## config.mk

```make
export PLATFORM = sky130hd
export DESIGN_NAME = level_crossing_occupancy_controller
export DESIGN_NICKNAME = d
export VERILOG_FILES = /design/src/hw/rtl/lcoc_pkg.sv /design/src/hw/rtl/level_crossing_occupancy_controller.sv /design/src/hw/rtl/lcoc_ram.sv
export SDC_FILE = /design/constraint.sdc
export NUM_CORES = 1
export LEC_CHECK = 0
export BUFFER_PORTS_ARGS = -buffer_cell sky130_fd_sc_hd__buf_2
export CORE_MARGIN = 2
export CORE_UTILIZATION = 59
export CTS_BUF_LIST = sky130_fd_sc_hd__clkbuf_8
export DETAILED_ROUTE_END_ITERATION = 12
export HOLD_SLACK_MARGIN = 0.02
export PLACE_DENSITY_LB_ADDON = 0.25
export SLEW_MARGIN = 10
export SYNTH_ARGS = -nofsm -noshare
export SYNTH_HDL_FRONTEND = slang
export SYNTH_HIERARCHICAL = 1
export SYNTH_SLANG_ARGS = --single-unit
```

## constraint.sdc

```tcl
create_clock -name clk -period 3.1 [get_ports clk]
set_input_delay 0.465 -clock clk [delete_from_list [all_inputs] [get_ports clk]]
set_output_delay 0.465 -clock clk [all_outputs]
set_load 0.05 [all_outputs]
```

## src/hw/rtl/lcoc_pkg.sv

```systemverilog
// ----------------------------------------------------------------------------
// lcoc_pkg
// Shared constants for the level crossing occupancy controller: field widths,
// action, way and mode codes, and parameter defaults.
// ----------------------------------------------------------------------------
package lcoc_pkg;

  // fixed field widths of the item ports
  localparam int VEH_ID_W = 8;
  localparam int ACT_W    = 2;
  localparam int WAY_W    = 2;
  localparam int MODE_W   = 2;

  // parameter defaults
  localparam int MAX_VEHICLES_DEF = 16;
  localparam int ID_BITS_DEF      = 8;

  // action codes
  localparam logic [ACT_W-1:0] ACT_REQUEST = 2'd0;
  localparam logic [ACT_W-1:0] ACT_ADD     = 2'd1;
  localparam logic [ACT_W-1:0] ACT_RELEASE = 2'd2;

  // way codes
  localparam logic [WAY_W-1:0] WAY_FIRST  = 2'd0;
  localparam logic [WAY_W-1:0] WAY_SECOND = 2'd1;

  // crossing modes
  localparam logic [MODE_W-1:0] MODE_OPEN   = 2'd0;
  localparam logic [MODE_W-1:0] MODE_REQ    = 2'd1;
  localparam logic [MODE_W-1:0] MODE_CLOSED = 2'd2;

endpackage

```

## src/hw/rtl/level_crossing_occupancy_controller.sv

```systemverilog
// ----------------------------------------------------------------------------
// level_crossing_occupancy_controller
// Crossing guard for two ways, the second with priority. Keeps the vehicle
// ids occupying each way in two RAMs, answers request / add / release events
// with a grant and the crossing mode.
// ----------------------------------------------------------------------------
//
//   channel   direction  handshake            payload
//   in        in         in_valid / in_stall  action, vehicle_id, way, is_pedestrian
//   out       out        out_valid/ out_stall granted, crossing_mode_out,
//                                             mode_changed, close_sound, set_full
//   cfg       in         cfg_valid/ cfg_ready cfg_data (sound_enabled)
//
// An event that looks up a set scans its RAM one entry per cycle through the
// single read port, then goes to the execute state. Events that need no lookup
// go straight from idle to the execute state.
// Reset is synchronous; it empties both sets (valid masks), clears the pending
// closer and sets the mode to open. No clearing pass is needed.
// The result sits in an output register; if it is stalled, the next item's
// update waits until the previous result is taken.
// ----------------------------------------------------------------------------
module level_crossing_occupancy_controller
  import lcoc_pkg::*;
#(
  parameter int MAX_VEHICLES = MAX_VEHICLES_DEF,
  parameter int ID_BITS      = ID_BITS_DEF
) (
  input  logic                clk,
  input  logic                rst,
  // configuration
  input  logic                cfg_valid,
  output logic                cfg_ready,
  input  logic                cfg_data,
  // event input
  input  logic                in_valid,
  output logic                in_stall,
  input  logic [ACT_W-1:0]    action,
  input  logic [VEH_ID_W-1:0] vehicle_id,
  input  logic [WAY_W-1:0]    way,
  input  logic                is_pedestrian,
  // result output
  output logic                out_valid,
  input  logic                out_stall,
  output logic                granted,
  output logic [MODE_W-1:0]   crossing_mode_out,
  output logic                mode_changed,
  output logic                close_sound,
  output logic                set_full
);

  localparam int IDX_W = $clog2(MAX_VEHICLES);
  localparam int CNT_W = $clog2(MAX_VEHICLES + 1);

  typedef enum logic [1:0] {
    S_IDLE,
    S_SCAN,
    S_EXEC
  } state_t;

  state_t state;

  // configuration and crossing state
  logic                    sound_en;
  logic [MODE_W-1:0]       mode;
  logic [MAX_VEHICLES-1:0] first_valid;
  logic [MAX_VEHICLES-1:0] second_valid;
  logic                    pc_valid;
  logic [ID_BITS-1:0]      pc_id;

  // captured item
  logic [ACT_W-1:0]   act_q;
  logic [ID_BITS-1:0] id_q;
  logic [WAY_W-1:0]   way_q;
  logic               ped_q;
  logic               scan_second;

  // scan bookkeeping
  logic [CNT_W-1:0] rd_cnt;
  logic             chk_vld;
  logic [IDX_W-1:0] chk_idx;
  logic             found;
  logic [IDX_W-1:0] found_idx;
  logic             free_found;
  logic [IDX_W-1:0] free_idx;

  logic               in_xfer;
  logic               rd_en;
  logic [IDX_W-1:0]   rd_addr;
  logic [ID_BITS-1:0] rd_first;
  logic [ID_BITS-1:0] rd_second;
  logic [ID_BITS-1:0] rd_sel;
  logic               chk_slot_valid;
  logic               chk_hit;
  logic               chk_last;
  logic               needs_scan;
  logic               scan_second_in;
  logic [ID_BITS-1:0] id_in;
  logic               out_free;

  // update computed in the execute cycle
  logic [MODE_W-1:0]       mode_next;
  logic [MAX_VEHICLES-1:0] first_valid_next;
  logic [MAX_VEHICLES-1:0] second_valid_next;
  logic                    pc_valid_next;
  logic [ID_BITS-1:0]      pc_id_next;
  logic                    granted_next;
  logic                    full_next;
  logic                    sound_next;
  logic                    wr_first;
  logic                    wr_second;

  assign cfg_ready = 1'b1;
  assign in_stall  = (state != S_IDLE);
  assign in_xfer   = in_valid && !in_stall;
  assign out_free  = !(out_valid && out_stall);
  assign id_in     = ID_BITS'(vehicle_id);

  // which set an event has to look up, if any
  always_comb begin
    needs_scan     = 1'b0;
    scan_second_in = 1'b0;
    case (action)
      ACT_REQUEST: begin
        needs_scan = (way == WAY_FIRST);
      end
      ACT_ADD: begin
        needs_scan     = !is_pedestrian && (way == WAY_FIRST || way == WAY_SECOND);
        scan_second_in = (way == WAY_SECOND);
      end
      ACT_RELEASE: begin
        needs_scan     = 1'b1;
        scan_second_in = (way != WAY_FIRST);
      end
      default: begin
        needs_scan = 1'b0;
      end
    endcase
  end

  assign rd_en   = (state == S_SCAN) && (rd_cnt < CNT_W'(MAX_VEHICLES));
  assign rd_addr = rd_cnt[IDX_W-1:0];

  lcoc_ram #(
    .WIDTH (ID_BITS),
    .DEPTH (MAX_VEHICLES)
  ) u_first_ram (
    .clk     (clk),
    .wr_en   (wr_first),
    .wr_addr (free_idx),
    .wr_data (id_q),
    .rd_en   (rd_en),
    .rd_addr (rd_addr),
    .rd_data (rd_first)
  );

  lcoc_ram #(
    .WIDTH (ID_BITS),
    .DEPTH (MAX_VEHICLES)
  ) u_second_ram (
    .clk     (clk),
    .wr_en   (wr_second),
    .wr_addr (free_idx),
    .wr_data (id_q),
    .rd_en   (rd_en),
    .rd_addr (rd_addr),
    .rd_data (rd_second)
  );

  assign rd_sel         = scan_second ? rd_second : rd_first;
  assign chk_slot_valid = scan_second ? second_valid[chk_idx] : first_valid[chk_idx];
  assign chk_hit        = chk_vld && chk_slot_valid && (rd_sel == id_q);
  assign chk_last       = chk_vld && (chk_idx == IDX_W'(MAX_VEHICLES - 1));

  // event decision, applied at the end of the execute cycle
  always_comb begin
    mode_next         = mode;
    first_valid_next  = first_valid;
    second_valid_next = second_valid;
    pc_valid_next     = pc_valid;
    pc_id_next        = pc_id;
    granted_next      = 1'b0;
    full_next         = 1'b0;
    sound_next        = 1'b0;
    wr_first          = 1'b0;
    wr_second         = 1'b0;
    if (state == S_EXEC && out_free) begin
      case (act_q)
        ACT_REQUEST: begin
          if (way_q == WAY_FIRST) begin
            granted_next = ((second_valid == '0) && (mode == MODE_OPEN)) || found;
          end else if (way_q == WAY_SECOND) begin
            if (first_valid != '0) begin
              mode_next = MODE_REQ;
            end else begin
              pc_id_next    = id_q;
              pc_valid_next = 1'b1;
              mode_next     = MODE_CLOSED;
              sound_next    = sound_en;
              granted_next  = 1'b1;
            end
          end else begin
            granted_next = 1'b1;
          end
        end
        ACT_ADD: begin
          if (!ped_q && way_q == WAY_FIRST) begin
            if (!found) begin
              if (free_found) begin
                wr_first                   = 1'b1;
                first_valid_next[free_idx] = 1'b1;
              end else begin
                full_next = 1'b1;
              end
            end
          end else if (!ped_q && way_q == WAY_SECOND) begin
            if (!found) begin
              if (free_found) begin
                wr_second                   = 1'b1;
                second_valid_next[free_idx] = 1'b1;
              end else begin
                full_next = 1'b1;
              end
            end
            if (pc_valid && pc_id == id_q) begin
              pc_valid_next = 1'b0;
            end
            // closed is commanded even when the add was dropped
            mode_next  = MODE_CLOSED;
            sound_next = sound_en;
          end
        end
        ACT_RELEASE: begin
          if (way_q == WAY_FIRST) begin
            if (found) begin
              first_valid_next[found_idx] = 1'b0;
            end
            if (mode == MODE_REQ && first_valid_next == '0) begin
              mode_next  = MODE_CLOSED;
              sound_next = sound_en;
            end
          end else begin
            if (found) begin
              second_valid_next[found_idx] = 1'b0;
            end
            if (pc_valid && pc_id == id_q) begin
              pc_valid_next = 1'b0;
            end
            if (second_valid_next == '0 && !pc_valid_next) begin
              mode_next = MODE_OPEN;
            end
          end
        end
        default: begin
          granted_next = 1'b0;
        end
      endcase
    end
  end

  always_ff @(posedge clk) begin
    if (rst) begin
      state        <= S_IDLE;
      sound_en     <= 1'b1;
      mode         <= MODE_OPEN;
      first_valid  <= '0;
      second_valid <= '0;
      pc_valid     <= 1'b0;
      rd_cnt       <= '0;
      chk_vld      <= 1'b0;
      found        <= 1'b0;
      free_found   <= 1'b0;
      out_valid    <= 1'b0;
    end else begin
      if (cfg_valid && cfg_ready) begin
        sound_en <= cfg_data;
      end
      // a new result loads in the same cycle the old one is taken
      if (state == S_EXEC && out_free) begin
        out_valid <= 1'b1;
      end else if (!out_stall) begin
        out_valid <= 1'b0;
      end

      case (state)
        S_IDLE: begin
          if (in_xfer) begin
            act_q       <= action;
            id_q        <= id_in;
            way_q       <= way;
            ped_q       <= is_pedestrian;
            scan_second <= scan_second_in;
            rd_cnt      <= '0;
            chk_vld     <= 1'b0;
            found       <= 1'b0;
            free_found  <= 1'b0;
            state       <= needs_scan ? S_SCAN : S_EXEC;
          end
        end
        S_SCAN: begin
          if (rd_en) begin
            rd_cnt <= rd_cnt + 1'b1;
          end
          chk_vld <= rd_en;
          chk_idx <= rd_addr;
          if (chk_hit && !found) begin
            found     <= 1'b1;
            found_idx <= chk_idx;
          end
          // first empty slot, for an insert
          if (chk_vld && !chk_slot_valid && !free_found) begin
            free_found <= 1'b1;
            free_idx   <= chk_idx;
          end
          if (chk_last) begin
            state <= S_EXEC;
          end
        end
        S_EXEC: begin
          if (out_free) begin
            mode              <= mode_next;
            first_valid       <= first_valid_next;
            second_valid      <= second_valid_next;
            pc_valid          <= pc_valid_next;
            pc_id             <= pc_id_next;
            granted           <= granted_next;
            crossing_mode_out <= mode_next;
            mode_changed      <= (mode_next != mode);
            close_sound       <= sound_next;
            set_full          <= full_next;
            state             <= S_IDLE;
          end
        end
        default: begin
          state <= S_IDLE;
        end
      endcase
    end
  end

endmodule

```

## src/hw/rtl/lcoc_ram.sv

```systemverilog
// ----------------------------------------------------------------------------
// lcoc_ram
// Generic simple dual-port RAM: one write port, one read port with the read
// data registered.
// ----------------------------------------------------------------------------
module lcoc_ram #(
  parameter int WIDTH = 8,
  parameter int DEPTH = 16
) (
  input  logic                     clk,
  input  logic                     wr_en,
  input  logic [$clog2(DEPTH)-1:0] wr_addr,
  input  logic [WIDTH-1:0]         wr_data,
  input  logic                     rd_en,
  input  logic [$clog2(DEPTH)-1:0] rd_addr,
  output logic [WIDTH-1:0]         rd_data
);

  logic [WIDTH-1:0] mem [DEPTH];

  always_ff @(posedge clk) begin
    if (wr_en) begin
      mem[wr_addr] <= wr_data;
    end
    if (rd_en) begin
      rd_data <= mem[rd_addr];
    end
  end

endmodule

```

# After elaboration in Yosys (flattened, before gate mapping)
# Memories as Yosys holds them, arrays and structs flattened. A register that Yosys moved wholly into a read port is not among the register bits.
# Cells that the tools add are included.
[classes] addsub=1 order_cmp=6 eq_ne=30 n_mux=96 n_bitwise=9 n_reduce_logical=61
[op_table] cell="16-bit two-way mux" n=17
[op_table] cell="16-bit case mux with 2 select lines" n=2
[op_table] cell="16-bit logical NOT" n=3
[op_table] cell="1-bit two-way mux" n=47
[op_table] cell="16-bit bitwise AND" n=2
[op_table] cell="16-bit OR" n=2
[op_table] cell="2-bit != test, second input constant" n=14
[op_table] cell="2-bit two-way mux" n=13
[op_table] cell="3-bit AND reduction" n=8
[op_table] cell="1-bit logical AND" n=19
[op_table] cell="8-bit == test" n=2
[op_table] cell="16-bit NOT" n=1
[op_table] cell="8-bit AND reduction" n=2
[op_table] cell="16-bit nonzero test" n=1
[op_table] cell="4-bit by 5-bit less-than comparator with 1-bit output, second input constant" n=3
[op_table] cell="2-bit by 1-bit == test with 1-bit output, second input constant" n=6
[op_table] cell="2-bit logical NOT" n=6
[op_table] cell="2-bit case mux with 3 select lines" n=2
[op_table] cell="5-bit two-way mux" n=2
[op_table] cell="5-bit case mux with 2 select lines" n=1
[op_table] cell="10-bit AND reduction" n=1
[op_table] cell="2-bit AND reduction" n=5
[op_table] cell="1-bit case mux with 3 select lines" n=3
[op_table] cell="9-bit AND reduction" n=1
[op_table] cell="16 further kinds" n=40
[word_totals] regBits=87 mem_bits_rw=256 inputBits=19 elab_cells=230 n_memories=2
[mem_list] memory="u_first_ram.mem" depth=16 word_bits=8 read_ports=1 rd_ports_with_merged_regs=1 wr=1 line_no="lcoc_ram.sv:19" rtl="logic [WIDTH-1:0] mem [DEPTH];"
[mem_list] memory="u_second_ram.mem" depth=16 word_bits=8 read_ports=1 rd_ports_with_merged_regs=1 wr=1 line_no="lcoc_ram.sv:19"

# Longest topological paths before layout
# Gate-level depths: netlist of the first run.
[logic_depth] depth_word=17 mapped_depth=9 depth_no_buf=8

# Modules after synthesis
# The synthesis of the first run kept the hierarchy.
[modules_own_cells] module="lcoc_ram" instances=2 cells_per_inst=229 area_per_inst_um2=5227.5
[modules_own_cells] module="level_crossing_occupancy_controller" instances=1 cells_per_inst=475 area_per_inst_um2=4536.9

# Least setup slack after synthesis of the first run
# OpenSTA, ideal clock, no wires.
[synth_timing] kind="reg-to-reg" from="register act_q[1]" to="memory u_first_ram.mem[0][0], enable pin" setup_time_ns=0.383 arrival_time_ns=2.496 required_ns=2.717 slack_ns=0.221 stages_incl_launch_ff=8 path_buffers=0 period_less_slack_ns=2.879 path_cell_list="edfxtp_1 -> inv_1 -> ha_1 -> nor2b_1 -> nand4b_1 -> nor3_1 -> or3b_2 -> nor3_1"
[synth_via] elab_chain_len=5
[synth_rtl] item="start, declared" line_no="level_crossing_occupancy_controller.sv:71" rtl="logic [ACT_W-1:0] act_q;"
[synth_rtl] item="start signal, assigned" line_no="level_crossing_occupancy_controller.sv:287" rtl="act_q <= action;"
[synth_rtl] item="2-bit by 1-bit == test with 1-bit output" line_no="level_crossing_occupancy_controller.sv:187" rtl="case (act_q)"
[synth_rtl] item="1-bit two-way mux" line_no="level_crossing_occupancy_controller.sv:187"
[synth_rtl] item="1-bit two-way mux" line_no="level_crossing_occupancy_controller.sv:186" rtl="if (state == S_EXEC && out_free) begin"
[synth_rtl] item="via wr_first" line_no="level_crossing_occupancy_controller.sv:109" rtl="logic wr_first;"
[synth_rtl] item="1-bit two-way mux" line_no="lcoc_ram.sv:22" rtl="if (wr_en) begin"
[synth_rtl] item="1-bit two-way mux (implied by the code)" line_no="lcoc_ram.sv:23" rtl="mem[wr_addr] <= wr_data;"
[synth_rtl] item="end, declared" line_no="lcoc_ram.sv:19"
# The timed path passes the listed nets, and every way through them passes these cells.

# Worst setup path in the final report of the first run
[layout_timing] from="register act_q[1]" to="memory u_first_ram.mem[0][4], enable pin"
# The elaborated chain is that of the path after synthesis.

==> impl_metrics.toml, run 1 <==
[final_layout]
n_fill_cell = 1681
antenna_cells = 0
finalInstanceArea_um2 = 16880
syn2layout_area_growth_pct = 12.62
finalNonFillerCells = 1418
fin_util_pct = 67.44
num-nets-final = 1071
drive_above_1_share_pct = 18.66

[sta]
fmax_mhz = 359.2
rsz0062_at_grt = "false"
worst_slew_pin_slew_ns = 0.6410
fin_setup_tns_ns = 0
max_slew_margin_pct = 57.14
finalCritPeriodShare_pct = 89.80
clock-skew-final_ns = 0.03567
finalSetupViolCount = 0
hold_viol = 0
slew_violations = 0
finalCriticalPeriod_ns = 2.784

[cts]
cts_tree = "done"
numCtsBuffers = 55
clockBufferDepth = 3
htree_levels = 2
path_clk_slew_ns = 0.06
ctsRootBufferMaster = "clkbuf_8"
cts.repair.resized = 0
clk_latency_ns = 0.61
cts_sinks = 359
post-cts-setup-buffer-count = 0

[critical_path]
critPathMaxStageDelay_ns = 0.50
cp_max_fo = 4
path_buf_inv = 3
slowest_stage = "or3b_2"
end_kind = "flop"
crit_required_ns = 3.41
critPathTopFamily = "simple AND/OR/NAND/NOR gates"
path_cells = "inv_1 > ha_1 > nor2b_1 > nand4b_1 > nor3_1 > buf_4 > or3b_2 > nor3_1 > buf_4"
crit_arrival_ns = 3.10
startpoint_type = "flop"
critPathKind = "reg2reg"

[yosys]
syn-cell-area_um2 = 14990
seq_area_frac_synth_pct = 68.77
postSynth.asyncResetShare_pct = 0
ys_warn_count = 6
synthCells = 933
ys_ff_latch = 359
avgSynthCellArea_um2 = 16.07
syn-num-nets = 961
synth_flop_cell = "edfxtp_1"
synth-edff-count = 312
yosysUniqueCellTypes = 64

[routing]
viasPerCell = 6.274
routed_wl_um = 32730
antenna_left = 0
drcViolationCount = 0
first_pass_iters = 6
drt-initial-drc-count = 1079
wl_per_cell_um = 23.08
vias = 8897

[pwr]
internal_power_mw = 7.415
power_mw = 9.534
p_leak_nw = 5.575
pwr-share-seq_pct = 55.9
power_frac_comb_pct = 5.3
switchingPower_mw = 2.119
clkPwrFrac_pct = 38.7
p_sw_share_pct = 22.22
ir_drop_mv = 0.4712
power.density_nw_per_um2 = 564.7

[floorplanning]
initial_core_util_pct = 59.88
dieArea_um2 = 26700
chipHeight_um = 163.4
core_um2 = 25040
die_w_um = 163.4
placementRows = 58
boundaryPins = 28

[grt]
grt_max_degree = 69
grt_pass1_wl_um = 50290
grt_pass1_vias = 8865
globalRouteOverflowTotal = 0
antenna_found_initial = 0
track_usage_pct = 25.24

[placement]
place_area_um2 = 15760
hpwl_um = 20700
globalplace.congestion = 0.9488
dp.cells = 1308
io_buffers = 26

[hold_path]
min_path_type = "in2reg"

[outcome]
status = "finished, final reports clean"

[run]
drv_cap = 0
[Yosys cell counts, drive strengths merged, types with 2 or more instances]
master | number | area [µm²]
mux2i | 15 | 150.1
o221ai | 4 | 35.03
nor4 | 14 | 87.58
or4 | 3 | 22.52
nand3 | 20 | 100.1
nand4 | 8 | 50.05
nand2b | 17 | 106.4
nand4b | 2 | 17.52
edfxtp | 312 | 9369
dfxtp | 47 | 940.9
mux4 | 69 | 1659
nand2 | 70 | 262.8
o211a | 2 | 20.02
a21o | 2 | 15.01
clkdlybuf4s25 | 6 | 60.06
o21bai | 2 | 15.01
clkbuf | 13 | 48.80
or2 | 3 | 18.77
and4 | 2 | 17.52
a22o | 2 | 17.52
a31oi | 2 | 12.51
buf | 20 | 146.4
xnor2 | 16 | 140.1
and2 | 3 | 18.77
ha | 9 | 112.6
xor2 | 2 | 17.52
nor2 | 50 | 187.7
or3b | 3 | 26.28
nor3b | 3 | 33.78
nor2b | 15 | 93.84
and2b | 3 | 22.52
a311oi | 3 | 26.28
a22oi | 36 | 275.3
a21oi | 50 | 261.5
inv | 11 | 41.29
a211oi | 2 | 15.01
nand3b | 6 | 48.80
o21ai | 49 | 245.2
nor3 | 22 | 110.1
[per-layer routing]
metal | track usage [%] | part of all wire, % | up-vias
li1 | - | - | 3963
met1 | 34.12 | 41 | 4445
met2 | 41.22 | 49 | 406
met3 | 4.799 | 6.9 | 83
met4 | 9.654 | 3.4 | 0
met5 | 0 | 0 | -
[worst reg2reg max path, delay by kind of cell (launching register included)]
family        cells  cell delay, ns
simple gates      5            1.47
buf+inv           3            0.45
flops             1            0.41
fa+ha+maj         1            0.16
[cells by family (layout without fill, tap and decap cells)]
group | Yosys count | count (layout) | share of synthesized area [%]
AND/OR/NAND/NOR | 248 | 248 | 8.388
flip-flops | 359 | 359 | 68.77
adder cells (fa/ha/maj) | 9 | 9 | 0.7511
buffers and inverters | 50 | 205 | 1.978
other | 1 | 1 | 0.02501
multiplexers | 85 | 85 | 12.14
AO/OA/AOI/OAI | 163 | 163 | 6.894
XOR/XNOR | 18 | 18 | 1.052
[what timing repair did]
action | in CTS | in global routing
setup endpoints to repair | 0 | 0
endpoints found under the hold margin | 7 | 1
hold buffers | 7 | 1
[placed cells by master, fill, tap and decap left out, drive strengths merged, types with 20 or more instances in the layout]
cell      n
buf      84
nand2    70
nand3    20
a22oi    36
dfxtp    47
clkinv   23
edfxtp  312
a21oi    50
o21ai    49
mux4     69
inv      30
nor2     50
nor3     22
clkbuf   58
[registers in the layout, summed over array words and instances, names as in the netlist, 2 cells and up]
register              count
second_valid             16
chk_idx                   4
u_second_ram/rd_data      8
act_q                     2
u_first_ram/mem         128
way_q                     2
u_first_ram/rd_data       8
found_idx                 4
pc_id                     8
u_second_ram/mem        128
free_idx                  4
rd_cnt                    5
first_valid              16
mode                      2
crossing_mode_out         2
id_q                      8
state                     2
[final cells by class]
cell class	count	area [µm²]	area share, %
timing repair buffer	92	683.2	4.046
multi-input combinational	524	4390	26.00
clock inverter	44	242.7	1.438
tap	330	412.9	2.446
clock buffer	58	798.3	4.728
sequential	359	10310	61.09
inverter	11	41.29	0.2446
[power groups by stage]
stage	Clock (mW)	Sequential [mW]	Combinational [mW]
3_3_place_gp	0	5.43	0.495
2_1_floorplan	0	5.45	0.336
3_5_place_dp	0	5.43	0.504
4_1_cts	3.77	5.33	0.512
5_1_grt	3.98	5.33	0.548
6_report	3.69	5.33	0.509
[per-stage QoR]
step,hold slack [ns],worst slack (ns)
2_1_floorplan,0.4330,0.2206
3_3_place_gp,0.4616,0.4135
3_5_place_dp,0.4649,0.3813
4_1_cts,0.02064,0.3569
5_1_grt,0.02295,0.03921
6_report,0.04525,0.3163
[final timing paths]
path	startpoint	end	slack [ns]	cells past startpoint
setup / recovery	act_q[1]	u_first_ram/mem[0][4]	0.32	9
hold / removal	is_pedestrian	ped_q	0.05	1
setup reg to reg	act_q[1]	u_first_ram/mem[0][4]	0.32	9
hold reg to reg	sound_en	sound_en	0.48	2
(Power assumes the default switching activity.)
==> inputs of run 2 (changes only) <==
--- a/config.mk
+++ b/config.mk
@@ -5,6 +5,7 @@
 export SDC_FILE = /design/constraint.sdc
 export NUM_CORES = 1
 export LEC_CHECK = 0
+export ABC_AREA = 1
 export BUFFER_PORTS_ARGS = -buffer_cell sky130_fd_sc_hd__buf_2
 export CORE_MARGIN = 2
 export CORE_UTILIZATION = 59
==> run 2 against run 1 <==
Compared with the run above: global-route usage grew 2.9 points; via count grew 40%; count of clock-buffer cells in the layout shrank 1; critical path depth shrank 3; largest power group unchanged.
==> impl_metrics.toml, run 2 <==
[cts]
post-cts-setup-buffer-count = 0
ctsRootBufferMaster = "clkbuf_8"
cts_sinks = 359
htree_levels = 2
numCtsBuffers = 56
cts_hold_buf = 4
clk_latency_ns = 0.61
path_clk_slew_ns = 0.06
clockBufferDepth = 3
cts_tree = "done"
cts.repair.resized = 0

[pwr]
p_leak_nw = 7.915
internal_power_mw = 7.917
power_frac_comb_pct = 12.8
p_sw_share_pct = 27.11
switchingPower_mw = 2.945
ir_drop_mv = 0.4165
clkPwrFrac_pct = 36.8
pwr-share-seq_pct = 50.5
power.density_nw_per_um2 = 592.8

[final_layout]
top_regs = "u_first_ram/mem (128), u_second_ram/mem (128)"
antenna_cells = 0
syn2layout_area_growth_pct = 10.40
layout_commonest_cell = "nand2_1"
final_cell_mix = "nand2_1 (493), inv_1 (312), edfxtp_1 (312)"
drive_above_1_share_pct = 9.120
num-nets-final = 1869
finalInstanceArea_um2 = 18320
n_fill_cell = 2214

[critical_path]
startpoint_type = "flop"
path_buf_inv = 1
end_kind = "flop"
critPathMaxStageDelay_ns = 0.65
slowest_stage = "nor2_1"
r2r_setup_slack_ns = 0.38
critPathTopFamily = "simple AND/OR/NAND/NOR gates"
crit_arrival_ns = 2.93
reg2reg_depth = 6
crit_required_ns = 3.31
path_cells = "inv_1 > ha_1 > nand3_1 > nor2_1 > nand3_1 > nor2_1"
r2r-end = "u_first_ram/mem[15][3]"
critPathKind = "reg2reg"
r2r-start = "act_q[1]"
cp_max_fo = 8

[placement]
globalplace.congestion = 0.9906
place_area_um2 = 17160
io_buffers = 26
hpwl_um = 26120

[yosys]
yosysMostFrequentCell = "nand2_1"
avgSynthCellArea_um2 = 9.376
ys_top_cells_by_area = "edfxtp_1 (56%), nand2_1 (11%), nand3_1 (7.4%)"
ys_ff_latch = 359
yosysUniqueCellTypes = 45
ys_warn_count = 6
synth_common_cells = "nand2_1 (493), edfxtp_1 (312), inv_1 (298), nand3_1 (246), nor2_1 (98)"
synth_flop_cell = "edfxtp_1"
postSynth.asyncResetShare_pct = 0
syn-num-nets = 1798
synthCells = 1770
syn-cell-area_um2 = 16590
seq_area_frac_synth_pct = 62.13
synth_top_area_share_pct = 56.46
synth-edff-count = 312
synth.largest_area_cell = "edfxtp_1"

[sta]
finalSetupViolCount = 0
fin_setup_tns_ns = 0
worst_slew_pin_slew_ns = 0.7559
fmax_mhz = 368.1
hold_viol = 0
clock-skew-final_ns = 0.02821
slew_violations = 0
max_slew_margin_pct = 49.42
finalCriticalPeriod_ns = 2.716
rsz0062_at_grt = "false"
finalCritPeriodShare_pct = 87.63

[routing]
routed_wl_um = 40170
antenna_left = 0
vias = 12490
first_pass_iters = 8
drt-initial-drc-count = 1414
wl_per_cell_um = 17.74
viasPerCell = 5.516
drcViolationCount = 0

[grt]
grt_pass1_vias = 11830
grt_max_degree = 68
track_usage_pct = 28.11
grt_pass1_wl_um = 62860
antenna_found_initial = 0
globalRouteOverflowTotal = 0

[hold_path]
min_path_type = "in2reg"
hold_depth = 2
whs_endpoint = "sound_en"
hp-start = "cfg_valid"

[floorplanning]
dieArea_um2 = 29480
die_w_um = 171.7
placementRows = 61
chipHeight_um = 171.7
initial_core_util_pct = 59.90
core_um2 = 27710
boundaryPins = 28

[outcome]
status = "finished, final reports clean"

[run]
drv_cap = 0
==> run 2: changes by cell type in the layout (fill, tap and decap cells not counted), moves of 34 or more <==
cell     previous run  this run
mux4_2             41         0
a22oi_1            35         1
inv_1              28       312
nor2_1             50        98
nand3_1            20       246
nand2_1            70       493
==> run 2: area by class of cell <==
type | instances | area [µm²] | share of cell area [%]
Clock inverter | 46 | 339.1 | 1.851
Timing Repair Buffer | 80 | 558.0 | 3.046
Multi-Input combinational cell | 1036 | 4696 | 25.63
Inverter | 308 | 1156 | 6.310
Tap cell | 378 | 473.0 | 2.581
Clock buffer | 57 | 784.5 | 4.282
Sequential cell | 359 | 10310 | 56.30
==> run 2: through the flow <==
stage | util (%) | hold slack (ns) | setup WS, ns | total power, mW | cells
6_report | 66.13 | 0.05459 | 0.3835 | 10.86 | 2264
5_1_grt | 66.13 | 0.02677 | 0.2471 | 11.29 | 2264
4_1_cts | 66.13 | 0.02120 | 0.4277 | 10.90 | 2264
3_5_place_dp | 61.93 | 0.4626 | 0.4501 | 6.939 | 2157
3_3_place_gp | 61.93 | 0.4527 | 0.5689 | 6.922 | 2157
2_1_floorplan | - | 0.4393 | 0.9068 | 6.572 | 1770
==> run 2: how the worst max path moves through the flow <==
stage / depth (start not counted) / slack (ns) / to / startpoint
2_1_floorplan: 11 / 0.91 / rd_cnt[3] / state[0]
6_report: 6 / 0.38 / u_first_ram/mem[15][3] / act_q[1]
4_1_cts: 6 / 0.43 / u_first_ram/mem[15][5] / act_q[1]
3_5_place_dp: 6 / 0.45 / u_first_ram/mem[15][5] / act_q[1]
3_3_place_gp: 8 / 0.57 / u_first_ram/mem[15][6] / out_stall
5_1_grt: 6 / 0.25 / u_first_ram/mem[15][3] / act_q[1]
==> run 2: power groups by stage <==
stage / Sequential, mW / Combinational (mW) / Clock, mW
2_1_floorplan: 5.62 / 0.955 / 0
5_1_grt: 5.49 / 1.53 / 4.27
6_report: 5.48 / 1.39 / 3.99
4_1_cts: 5.48 / 1.37 / 4.05
3_3_place_gp: 5.58 / 1.34 / 0
3_5_place_dp: 5.58 / 1.36 / 0
==> run 2: cells by family after synthesis <==
| family | synth area share [%] |
|---|---|
| adder cells (fa/ha/maj) | 0.6786 |
| AND/OR/NAND/NOR | 23.29 |
| AO/OA/AOI/OAI | 4.087 |
| flip-flops | 62.13 |
| buffers and inverters | 9.575 |
| other | 0.02260 |
| XOR/XNOR | 0.1584 |
| multiplexers | 0.06032 |
==> run 2: routing by layer <==
layer / track usage (%) / routed length (µm)
met1: 39.81 / 16980
met2: 45.03 / 18810
met3: 4.855 / 3645
met4: 8.069 / 722
met5: 0 / 0
